--- config.mk ---
export PLATFORM = sky130hd
export DESIGN_NAME = dsa_divider
export DESIGN_NICKNAME = d
export VERILOG_FILES = /design/src/design/dsa_divider.sv
export SDC_FILE = /design/constraint.sdc
export NUM_CORES = 1
export LEC_CHECK = 0
export BUFFER_PORTS_ARGS = -buffer_cell sky130_fd_sc_hd__buf_4
export CORE_AREA = 3 3 308 310
export DETAILED_ROUTE_END_ITERATION = 8
export DIE_AREA = 0 0 311 313
export PLACE_DENSITY = 0.73
export REMOVE_ABC_BUFFERS = 1
export SLEW_MARGIN = 10
export SYNTH_ARGS = -nofsm -noshare
export SYNTH_HDL_FRONTEND = slang
export SYNTH_SLANG_ARGS = --single-unit
--- constraint.sdc ---
create_clock -name clk -period 10.1 [get_ports clk]
set_clock_uncertainty 0.15 [all_clocks]
set_input_delay 0.505 -clock clk [delete_from_list [all_inputs] [get_ports clk]]
set_output_delay 0.505 -clock clk [all_outputs]
set_load 0.02 [all_outputs]
--- src/design/dsa_divider.sv ---
// dsa_divider: restoring long divider, one quotient bit per cycle
// no package dependencies; used by decimal_scaled_arithmetic

module dsa_divider #(
  parameter int W = 196
) (
  input  logic         clk,
  input  logic         rst_n,
  input  logic         start,
  input  logic [W-1:0] dividend,
  input  logic [W-1:0] divisor,
  output logic         done,
  output logic [W-1:0] quotient,
  output logic [W-1:0] remainder
);
  localparam int CW = $clog2(W);

  logic          run_r;
  logic          done_r;
  logic [CW-1:0] cnt_r;
  logic [W-1:0]  q_r;
  logic [W-1:0]  rem_r;
  logic [W-1:0]  div_r;
  logic [W:0]    trial;
  logic [W:0]    diff;
  logic          ge;
  logic [W-1:0]  rem_nxt;

  // trial subtract of the shifted partial remainder
  assign trial   = {rem_r, q_r[W-1]};
  assign diff    = trial - {1'b0, div_r};
  assign ge      = (trial >= {1'b0, div_r});
  assign rem_nxt = ge ? diff[W-1:0] : trial[W-1:0];

  // control
  always_ff @(posedge clk) begin
    if (!rst_n) begin
      run_r  <= 1'b0;
      done_r <= 1'b0;
      cnt_r  <= '0;
    end else begin
      done_r <= 1'b0;
      if (start) begin
        run_r <= 1'b1;
        cnt_r <= '0;
      end else if (run_r) begin
        cnt_r <= cnt_r + 1'b1;
        if (cnt_r == CW'(W - 1)) begin
          run_r  <= 1'b0;
          done_r <= 1'b1;
        end
      end
    end
  end

  // datapath
  always_ff @(posedge clk) begin
    if (start) begin
      q_r   <= dividend;
      rem_r <= '0;
      div_r <= divisor;
    end else if (run_r) begin
      q_r   <= {q_r[W-2:0], ge};
      rem_r <= rem_nxt;
    end
  end

  assign done      = done_r;
  assign quotient  = q_r;
  assign remainder = rem_r;

endmodule

* Yosys cells after proc, flatten, opt, wreduce, memory -nomap -nowiden *
Cells that the tools add are included.

word-level totals
  flip-flop bits (word level) = 598
  input port bits = 395
  word-level logic and storage cells = 22

operators by class
  add/sub/neg operators = 2
  order comparisons = 1
  equal/unequal tests = 1
  muxes and demuxes = 7
  bitwise gates (word level) = 2
  reduce and logical (&&, ||, !) cells = 3

operator list
  cell                                                              count
  196-bit 2-to-1 mux                                                3
  197-bit by 196-bit greater-or-equal comparator with 1-bit output  1
  196-bit subtractor                                                1
  8-bit by 1-bit adder with 8-bit output (second input constant)    1
  8-bit == test (second input constant)                             1
  1-bit 2-to-1 mux                                                  4
  3-bit OR reduction                                                1
  1-bit NOT                                                         2
  2-bit nonzero test                                                1
  2-bit OR reduction                                                1

* Longest topological paths before layout *
  depth in word-level cells = 4
  depth in mapped cells = 19

* Least setup slack after synthesis *
Ideal clock, no wire load.

  path type = input port to flip-flop
  start = in start
  end = reg q_r[0], in the netlist quotient[0], enable pin
  arrival = 4.996 ns
  slack = 4.407 ns
  cell stages on the path = 5
  path buffers = 3
  cells stage by stage = clkbuf_1 -> nor2_1 -> clkbuf_1 -> clkbuf_1 -> inv_1

on the way
  longest elaborated chain between the ends = 1

RTL lines
  what                                 line  source
  start, declared                      9     input logic start,
  2-bit nonzero test (no source line)  --
  end signal, assigned                 59    q_r <= dividend;
  end signal, assigned                 63    q_r <= {q_r[W-2:0], ge};
  end, declared                        21    logic [W-1:0] q_r;

No other way between the ends.
A chain may end at the register's enable or synchronous reset.

* Final worst setup path *
  start = reg rem_r[5], in the netlist remainder[5]
  end = reg rem_r[142], in the netlist remainder[142]

on the way
  longest elaborated chain between the ends = 2
  elaborated cells between the ends (all ways) = 3

RTL lines
  what                                                                                                           line    source
  start, declared                                                                                                22      logic [W-1:0] rem_r;
  start signal, assigned                                                                                         64      rem_r <= rem_nxt;
  196-bit subtractor / 197-bit by 196-bit greater-or-equal comparator with 1-bit output (equally long branches)  31, 32
  196-bit 2-to-1 mux (*)                                                                                         33      assign rem_nxt = ge ? diff[W-1:0] : trial[W-1:0];

Mark *: on every way between the ends. The rest lies on a longest branch, timed or not.

==> run summary <==
status -> completed
Sink Count -> 598
Max Clk Rate -> 0.1661 GHz
period utilization -> 0.5961
R2R setup slack -> 4.08 ns
layout cells sized above 1 -> 0.2230
synth unique cells -> 92
Rel. slew slack -> 0.2489
CORE AREA -> 91940 um^2
adder-cell area share of the yosys netlist -> 0.06679
fin util -> 0.5415
I/O Pins -> 788
Flop pwr share -> 0.394
largest net degree at the start of global routing -> 214
IO Port Bufs -> 787
switching power share of the total -> 0.3168
number of max-slew violations in the final report -> 0
Row Count -> 111
DR iter-0 viols -> 3518
die area -> 97340 um^2
initial antenna violation count -> 13
Final Hold Viols -> 0
Root Driver -> clkbuf_16
buffers inserted by post-CTS timing repair -> 0
Sw Pwr -> 0.002392 W
Power, Total -> 0.007549 W
CP max FO -> 213
xor and xnor area share after synthesis -> 0.04520
kind of critical path -> reg -> reg
unrepaired setup endpoints after global routing -> no
placed cell areas -> 43890 um^2
Die Y -> 313 um
Static Leakage -> 20.76 nW
Final HPWL DP -> 115.6 mm
Final min period -> 6.020 ns
DR vias -> 36510
Least-Margin Pin Slew -> 1.124 ns
Setup TNS -> 0 ns
Logic pwr share -> 0.254
clock latency at the later pin of the worst-skew pair -> 0.66 ns
fin area -> 49780 um^2
CP Capture Type -> flop
Seq/Total Area, Yosys -> 0.4272
Post-Layout Cell Count -> 6388
pwr dens -> 151.6 nW/um^2
Most common cell on crit path -> a21oi_1
Synth Area in Compound Gates -> 0.2049
post-synthesis mux area share -> 0.06524
Clock Pin Slew Worst Setup and Hold Paths -> 0.06 ns
drt wl/cell -> 24.04 um
gpl congestion -> 1.010
# setup viols final -> 0
WP buf/inv -> 2
first drt pass iteration count -> 6
Top FF cell, synth -> edfxtp_1
clk buf depth -> 3
crit-path leading delay family -> compound AO/OA/AOI/OAI gates
arrival time worst endpoint -> 6.42 ns
yosys warns -> 0
area delta synth->final -> 33.81%
maxcap violations -> 0
Max VDD drop -> 0.1250 mV
Max stage delay on crit path -> 0.91 ns
Nets -> 5676
TritonCTS buffer count -> 72
initial core utilization -> 0.4047
CTS tree -> done
# DRC -> 0
critical path data required time -> 10.50 ns
routed vias/inst -> 5.716
ys async rst share -> 0
post-synthesis register bit count -> 598
dpl cells -> 5897
depth of the CTS H-tree -> 3
Post-Syn Instances -> 4074
Synth Cell Area -> 37200 um^2
WL final -> 153.6 mm
CP max stage cell -> buf_4
global-route wire length before repair -> 224.6 mm
antenna-violating nets left -> 0
CP startpoint kind -> flop
crit-path cells -> ha_1 -> a21oi_1 -> o21ai_1 -> a311oi_1 -> a211oi_1 -> o2111ai_1 -> a31oi_1 -> and3_4 -> a41o_1 -> a21oi_4 -> buf_12 -> buf_4 -> nor2_1 -> mux2i_1 -> a21oi_1 -> nor3_1
simple-gate share of the synthesized area -> 0.1371
min-delay worst type -> in -> reg
Overflow after GRT -> 0
vias in the first global route -> 35210
EDFF count, synth -> 392
combinational family with the most area after synthesis -> compound AO/OA/AOI/OAI gates
Post-Syn Area per Cell -> 9.132 um^2
Int Pwr -> 0.005157 W
Tot GR Track Use -> 0.3006
clock network fraction of design power -> 0.352
Die X -> 311 um
## kinds of logic after synthesis
logic type,count (synthesis)
compound gates,1255
mux,218
flops,598
buf+inv,489
fa+ha+maj,198
simple gates,1124
xor+xnor,192
## final timing paths
kind	startpoint	endpoint	depth (start not counted)
setup / recovery	remainder[5]	remainder[142]	16
hold / removal	dividend[164]	quotient[164]	2
setup reg to reg	remainder[5]	remainder[142]	16
hold reg to reg	remainder[10]	remainder[10]	2
## power by group through the flow
stage | clock, W | combinational (W) | sequential [W]
floorplan | 0 | 0.000885 | 0.00314
global route | 0.00278 | 0.00205 | 0.00299
detailed placement | 0 | 0.00176 | 0.00302
finish | 0.00265 | 0.00192 | 0.00297
global placement | 0 | 0.00175 | 0.00301
CTS | 0.00269 | 0.00188 | 0.00297
## sequential cells by signal, indices dropped and copies added (netlist names)
name	count
div_r	196
quotient	196
remainder	196
cnt_r	8
done	1
run_r	1
## area by class of cell
cell class	count	area, um^2
sequential	598	15900
timing repair buffer	1162	9657
inverter	262	991.0
multi-input combinational	2987	19340
clock inverter	36	377.9
clock buffer	95	1951
tap	1243	1555
antenna	5	12.51
fill	8236	42160
## metal layers
layer	GRT usage	vias up	share of wire
li1	-	16840	-
met1	0.3684	17510	0.39
met2	0.5112	1838	0.48
met3	0.05931	317	0.081
met4	0.1376	10	0.051
met5	0	-	0.00036
## synthesized netlist by cell type (8+ instances only)
library cell | count | area share
o211ai_1 | 41 | 0.0083
o21ai_1 | 46 | 0.0062
nand2_1 | 351 | 0.035
xnor2_1 | 112 | 0.026
o21ai_0 | 265 | 0.036
nor2b_1 | 18 | 0.0030
edfxtp_1 | 392 | 0.32
a211oi_1 | 95 | 0.019
clkbuf_1 | 155 | 0.016
mux2i_1 | 22 | 0.0059
nand3_1 | 37 | 0.0050
nor2_1 | 418 | 0.042
buf_2 | 49 | 0.0066
ha_1 | 197 | 0.066
a22oi_1 | 24 | 0.0048
or3_1 | 11 | 0.0018
buf_4 | 17 | 0.0034
nand4_1 | 121 | 0.020
nor4_1 | 18 | 0.0030
a21boi_0 | 19 | 0.0038
a221oi_1 | 18 | 0.0042
and4_1 | 11 | 0.0026
a21oi_1 | 464 | 0.062
and3_1 | 26 | 0.0044
o22ai_1 | 8 | 0.0013
a31oi_1 | 28 | 0.0047
inv_1 | 262 | 0.026
o21bai_1 | 59 | 0.012
dfxtp_1 | 206 | 0.11
o31ai_1 | 16 | 0.0032
nor3_1 | 42 | 0.0056
xor2_1 | 80 | 0.019
a21o_1 | 75 | 0.015
mux2_2 | 196 | 0.059
o21a_1 | 27 | 0.0054
nand2b_1 | 25 | 0.0042
and2_1 | 11 | 0.0018
## stage by stage
stage,hold WS [ns],setup WS (ns)
3_3_place_gp,0.3246,4.427
5_1_grt,0.01269,3.830
3_5_place_dp,0.3372,4.275
2_1_floorplan,0.3056,-2.420
4_1_cts,0.002482,4.245
6_report,0.04274,4.080
## placed cells by master, fill, tap and decap left out, types with 11 or more instances in the layout
master / Yosys / final
clkinv_2: 0 / 11
xor2_1: 80 / 80
clkbuf_1: 155 / 19
and2_1: 11 / 11
and4_1: 11 / 11
nand4_1: 121 / 121
edfxtp_1: 392 / 392
a211oi_1: 95 / 95
dfxtp_1: 206 / 205
nor3_1: 42 / 42
o211ai_1: 41 / 41
nand2_1: 351 / 351
a21o_1: 75 / 75
nand3_1: 37 / 37
nand2b_1: 25 / 25
o21a_1: 27 / 27
clkbuf_16: 0 / 74
inv_1: 262 / 260
mux2_2: 196 / 196
o21ai_0: 265 / 265
o21ai_1: 46 / 46
o21bai_1: 59 / 59
buf_4: 17 / 803
xnor2_1: 112 / 112
o31ai_1: 16 / 16
a31oi_1: 28 / 28
a21boi_0: 19 / 19
nor4_1: 18 / 18
nor2b_1: 18 / 18
a22oi_1: 24 / 24
a221oi_1: 18 / 18
a21oi_1: 464 / 464
mux2i_1: 22 / 22
ha_1: 197 / 197
dlygate4sd3_1: 0 / 355
or3_1: 11 / 11
and3_1: 26 / 26
nor2_1: 418 / 417
## what timing repair did
item	in CTS	in global routing
hold buffers	355	0
gates resized for setup	0	0
hold endpoints to repair	355	0
(Power assumes the default switching activity.)
